`src/design/fsd_pkg.sv`:
```
package fsd_pkg;

    // Field widths of the stream items and the configuration registers.
    localparam int GAP_W   = 17;
    localparam int ANG_W   = 18;
    localparam int LIMIT_W = 16;

    // Working width: holds every intermediate sum of three gaps and the limit exactly.
    localparam int CALC_W  = 22;

    localparam int IN_DATA_W  = 56;
    localparam int OUT_DATA_W = 72;

    // Configuration register indexes.
    localparam logic [0:0] REG_SPREAD_LIMIT = 1'b0;
    localparam logic [0:0] REG_LEGACY_MODE  = 1'b1;

    localparam logic [LIMIT_W-1:0] SPREAD_LIMIT_RESET = 16'd6400;

    typedef logic signed [CALC_W-1:0] calc_t;

    // The four abduction angles at working width.
    typedef struct packed {
        calc_t little;
        calc_t ring;
        calc_t middle;
        calc_t index;
    } angles_t;

    // Negative readings count as zero spread.
    function automatic calc_t gap_clip(input logic signed [GAP_W-1:0] g);
        calc_t r;
        r = '0;
        if (!g[GAP_W-1])
        begin
            r = calc_t'({{(CALC_W-GAP_W){1'b0}}, g});
        end
        return r;
    endfunction

    // Floor of half, as an arithmetic shift.
    function automatic calc_t half_floor(input calc_t v);
        return v >>> 1;
    endfunction

    // Clamp to the symmetric range from -l to +l.
    function automatic calc_t clamp_lim(input calc_t v, input calc_t l);
        calc_t r;
        r = v;
        if (v > l)
        begin
            r = l;
        end
        else if (v < -l)
        begin
            r = -l;
        end
        return r;
    endfunction

    function automatic calc_t min_c(input calc_t x, input calc_t y);
        return (x < y) ? x : y;
    endfunction

    function automatic calc_t max_c(input calc_t x, input calc_t y);
        return (x > y) ? x : y;
    endfunction

endpackage

```
`src/design/fsd_distribute.sv`:
```
module fsd_distribute
    import fsd_pkg::*;
(
    input  calc_t   gap_a,
    input  calc_t   gap_b,
    input  calc_t   gap_c,
    input  calc_t   limit,
    output angles_t angles
);

    calc_t half_b;
    calc_t ix;
    calc_t md;
    calc_t rg;
    calc_t lt;

    assign half_b = half_floor(gap_b);

    // Symmetric split when both ends fit, else saturate the end with more demand.
    always_comb
    begin
        ix = '0;
        md = '0;
        rg = '0;
        lt = '0;
        if ((half_b + gap_a <= limit) && (half_b + gap_c <= limit))
        begin
            ix = -gap_a - half_b;
            md = -half_b;
            rg = half_b;
            lt = gap_c + half_b;
        end
        else if (gap_a > gap_c)
        begin
            ix = -limit;
            lt = min_c(limit, gap_a - limit + gap_b + gap_c);
            rg = min_c(lt, half_floor((ix + gap_a + gap_b) + (lt - gap_c)));
            md = min_c(lt, half_floor((ix + gap_a) + (lt - gap_c - gap_b)));
        end
        else
        begin
            lt = limit;
            ix = max_c(-limit, limit - gap_c - gap_b - gap_a);
            md = max_c(ix, half_floor((lt - gap_c - gap_b) + (ix + gap_a)));
            rg = max_c(ix, half_floor((lt - gap_c) + (ix + gap_a + gap_b)));
        end
    end

    assign angles.index  = ix;
    assign angles.middle = md;
    assign angles.ring   = rg;
    assign angles.little = lt;

endmodule

```
`config.mk`:
```
export PLATFORM = sky130hd
export DESIGN_NAME = fsd_distribute
export DESIGN_NICKNAME = d
export VERILOG_FILES = /design/src/design/fsd_pkg.sv /design/src/design/fsd_distribute.sv
export SDC_FILE = /design/constraint.sdc
export NUM_CORES = 1
export LEC_CHECK = 0
export ABC_CLOCK_PERIOD_IN_PS = 27000
export BUFFER_PORTS_ARGS = -buffer_cell sky130_fd_sc_hd__buf_2
export CELL_PAD_IN_SITES_DETAIL_PLACEMENT = 0
export CELL_PAD_IN_SITES_GLOBAL_PLACEMENT = 1
export CORE_MARGIN = 2
export CORE_UTILIZATION = 48
export DETAILED_ROUTE_END_ITERATION = 10
export GPL_TIMING_DRIVEN = 1
export PLACE_DENSITY = 0.85
export SETUP_SLACK_MARGIN = 0.3
export SLEW_MARGIN = 5
export SYNTH_ARGS = -nofsm -noshare
export SYNTH_HDL_FRONTEND = slang
export SYNTH_SLANG_ARGS = --single-unit
```
`constraint.sdc`:
```
create_clock -name vclk -period 27
set_input_delay 5.4 -clock vclk [all_inputs]
set_output_delay 5.4 -clock vclk [all_outputs]
set_load 0.005 [all_outputs]
```
==> results.json <==
{
  "status": "complete, no violations",
  "seq_cells": 0,
  "synth_area_leaders": "ha_1 (27%), fa_1 (9.4%), xnor2_1 (6.8%)",
  "synth_warnings": 0,
  "syn_area_um2": 24400,
  "synth_cells": 3246,
  "drt-wirelength-per-cell_um": 26.0,
  "grt_max_degree": 82,
  "die_h_um": 230,
  "seqCellArea_um2": 0,
  "setup.worst_path.start": "gap_c[1]",
  "slew_headroom": 0.205,
  "cp.required_ns": 21.60,
  "max_freq_ghz": 0.0385,
  "wirelength_um": 107000,
  "crit_path_start_kind": "input port",
  "crit_path_end_kind": "primary output",
  "die_w_um": 230,
  "drive_gt1_frac": 0.101,
  "setup_viol": 0,
  "hpwl_um": 93700,
  "yosys.area.top_type_share": 0.266,
  "crit_slowest_cell": "fa_1",
  "grt_pass1_wl_um": 155000,
  "fin_nets": 4169,
  "start_util": 0.487,
  "core_um2": 50200,
  "ios": 176,
  "stdcell_area_um2": 26700,
  "rsz0062_at_grt": "false",
  "layout.cells.non_filler": 4118,
  "cp_max_fo": 24,
  "place.port_buffers": 176,
  "area_growth_pct": 9.48,
  "drt.antenna.violating_nets": 0,
  "overflow": 0,
  "hold_viol_final": 0,
  "placed_cells": 4110,
  "syn_area_per_cell_um2": 7.52,
  "gp_congestion": 1.02,
  "synth.distinct_cells": 96,
  "path_class": "input port to primary output",
  "grt_usage": 0.393,
  "viasPerCell": 6.37,
  "cts_hold_buf": 0,
  "drc": 0,
  "cp_slowest_stage_delay_ns": 0.51,
  "maxSlewViolCount": 0,
  "hp-class": "input port to primary output",
  "grt_pass1_vias": 25000,
  "whs_ns": 11.32,
  "wl_met1_um": 48400,
  "rows": 82,
  "drtIter0Drc": 2915,
  "ys_seq_area_frac": 0,
  "nClkBuffers": 0,
  "dr_wl_met3_um": 10600,
  "synth_fp_nets": 3969,
  "dr.pass1.iters": 7,
  "min_period_ns": 25.97,
  "top_layer": "met4",
  "max_cap_violations": 0,
  "crit_top_cell": "ha_1",
  "antenna_found_initial": 2,
  "placed_area_um2": 26500,
  "tightest_slew_ns": 1.19,
  "synth.most_common_cell": "ha_1",
  "final_core_util": 0.533,
  "crit_arrival_ns": 20.57,
  "synth_largest_area_cell": "ha_1",
  "period_share": 0.962,
  "crit_path_end": "angles[56]",
  "die_area_um2": 52700,
  "route.met2.wl_um": 44200,
  "yosys-top-cells-count": "ha_1 (520), inv_1 (403), a21oi_1 (262)",
  "vias": 26200
}
stage by stage:
stage / setup slack, ns / TNS (ns)
2_1_floorplan: 2.48 / 0
6_report: 1.03 / 0
4_1_cts: 0.358 / 0
3_5_place_dp: -0.140 / -0.140
3_3_place_gp: 0.194 / 0
5_1_grt: 0.257 / 0
per-layer routing:
layer / up-vias / GRT usage
li1: 12000 / -
met1: 12700 / 0.586
met2: 1359 / 0.587
met3: 177 / 0.0403
met4: 0 / 0.124
met5: - / 0
worst min-delay path by stage:
| stage | startpoint | end | cells after the start |
|---|---|---|---|
| global route | limit[0] | angles[66] | 4 |
| finish | limit[0] | angles[66] | 4 |
| CTS | limit[21] | angles[87] | 5 |
| floorplan | gap_b[1] | angles[22] | 2 |
| detailed placement | limit[21] | angles[87] | 5 |
| global placement | limit[21] | angles[87] | 5 |
cells by family (layout without fill, tap and decap cells):
group / after synthesis / count (layout) / share of synthesized area
adders and majority gates: 635 / 635 / 0.361
xor gates and xnor gates: 304 / 304 / 0.111
other: 0 / 2 / 0
muxes: 89 / 89 / 0.0374
buffers and inverters: 461 / 659 / 0.0717
AOI/OAI and AO/OA: 926 / 926 / 0.250
and+or+nand+nor: 831 / 831 / 0.169
area by class of cell:
class | instances | area (um^2)
Antenna cell | 2 | 5.00
Inverter | 404 | 1520
Tap cell | 672 | 841
Timing Repair Buffer | 255 | 1500
Fill cell | 4988 | 23400
Multi-Input combinational cell | 2785 | 22900
cells in the final DEF (no fill, tap or decap), types with 62 or more instances in the layout:
master | synthesis | layout
nor3_1 | 84 | 84
mux2i_1 | 71 | 69
buf_4 | 1 | 76
o21ai_0 | 204 | 199
fa_1 | 115 | 115
a21oi_1 | 262 | 255
xnor2_1 | 190 | 185
nand3_1 | 63 | 62
nand2_1 | 174 | 174
xor2_1 | 111 | 107
nor2_1 | 210 | 210
ha_1 | 520 | 519
inv_1 | 403 | 403
a21o_1 | 127 | 127
buf_2 | 1 | 176
critical path, delay by kind of cell:
family | cells | cell delay, ns
adders and majority gates | 8 | 2.62
AOI/OAI and AO/OA | 30 | 6.73
and+or+nand+nor | 12 | 2.29
buffers and inverters | 11 | 1.84
muxes | 2 | 0.56
xor gates and xnor gates | 4 | 1.05
repair_timing:
| item | 4_1_cts | 5_1_grt |
|---|---|---|
| resized for setup | 3 | 32 |
| setup endpoints to repair | 16 | 43 |
| pin swaps | 0 | 7 |
| buffers inserted | 0 | 6 |
Power is not shown: default switching activity piles up to over one toggle a cycle in this logic, so the estimate is an artifact.
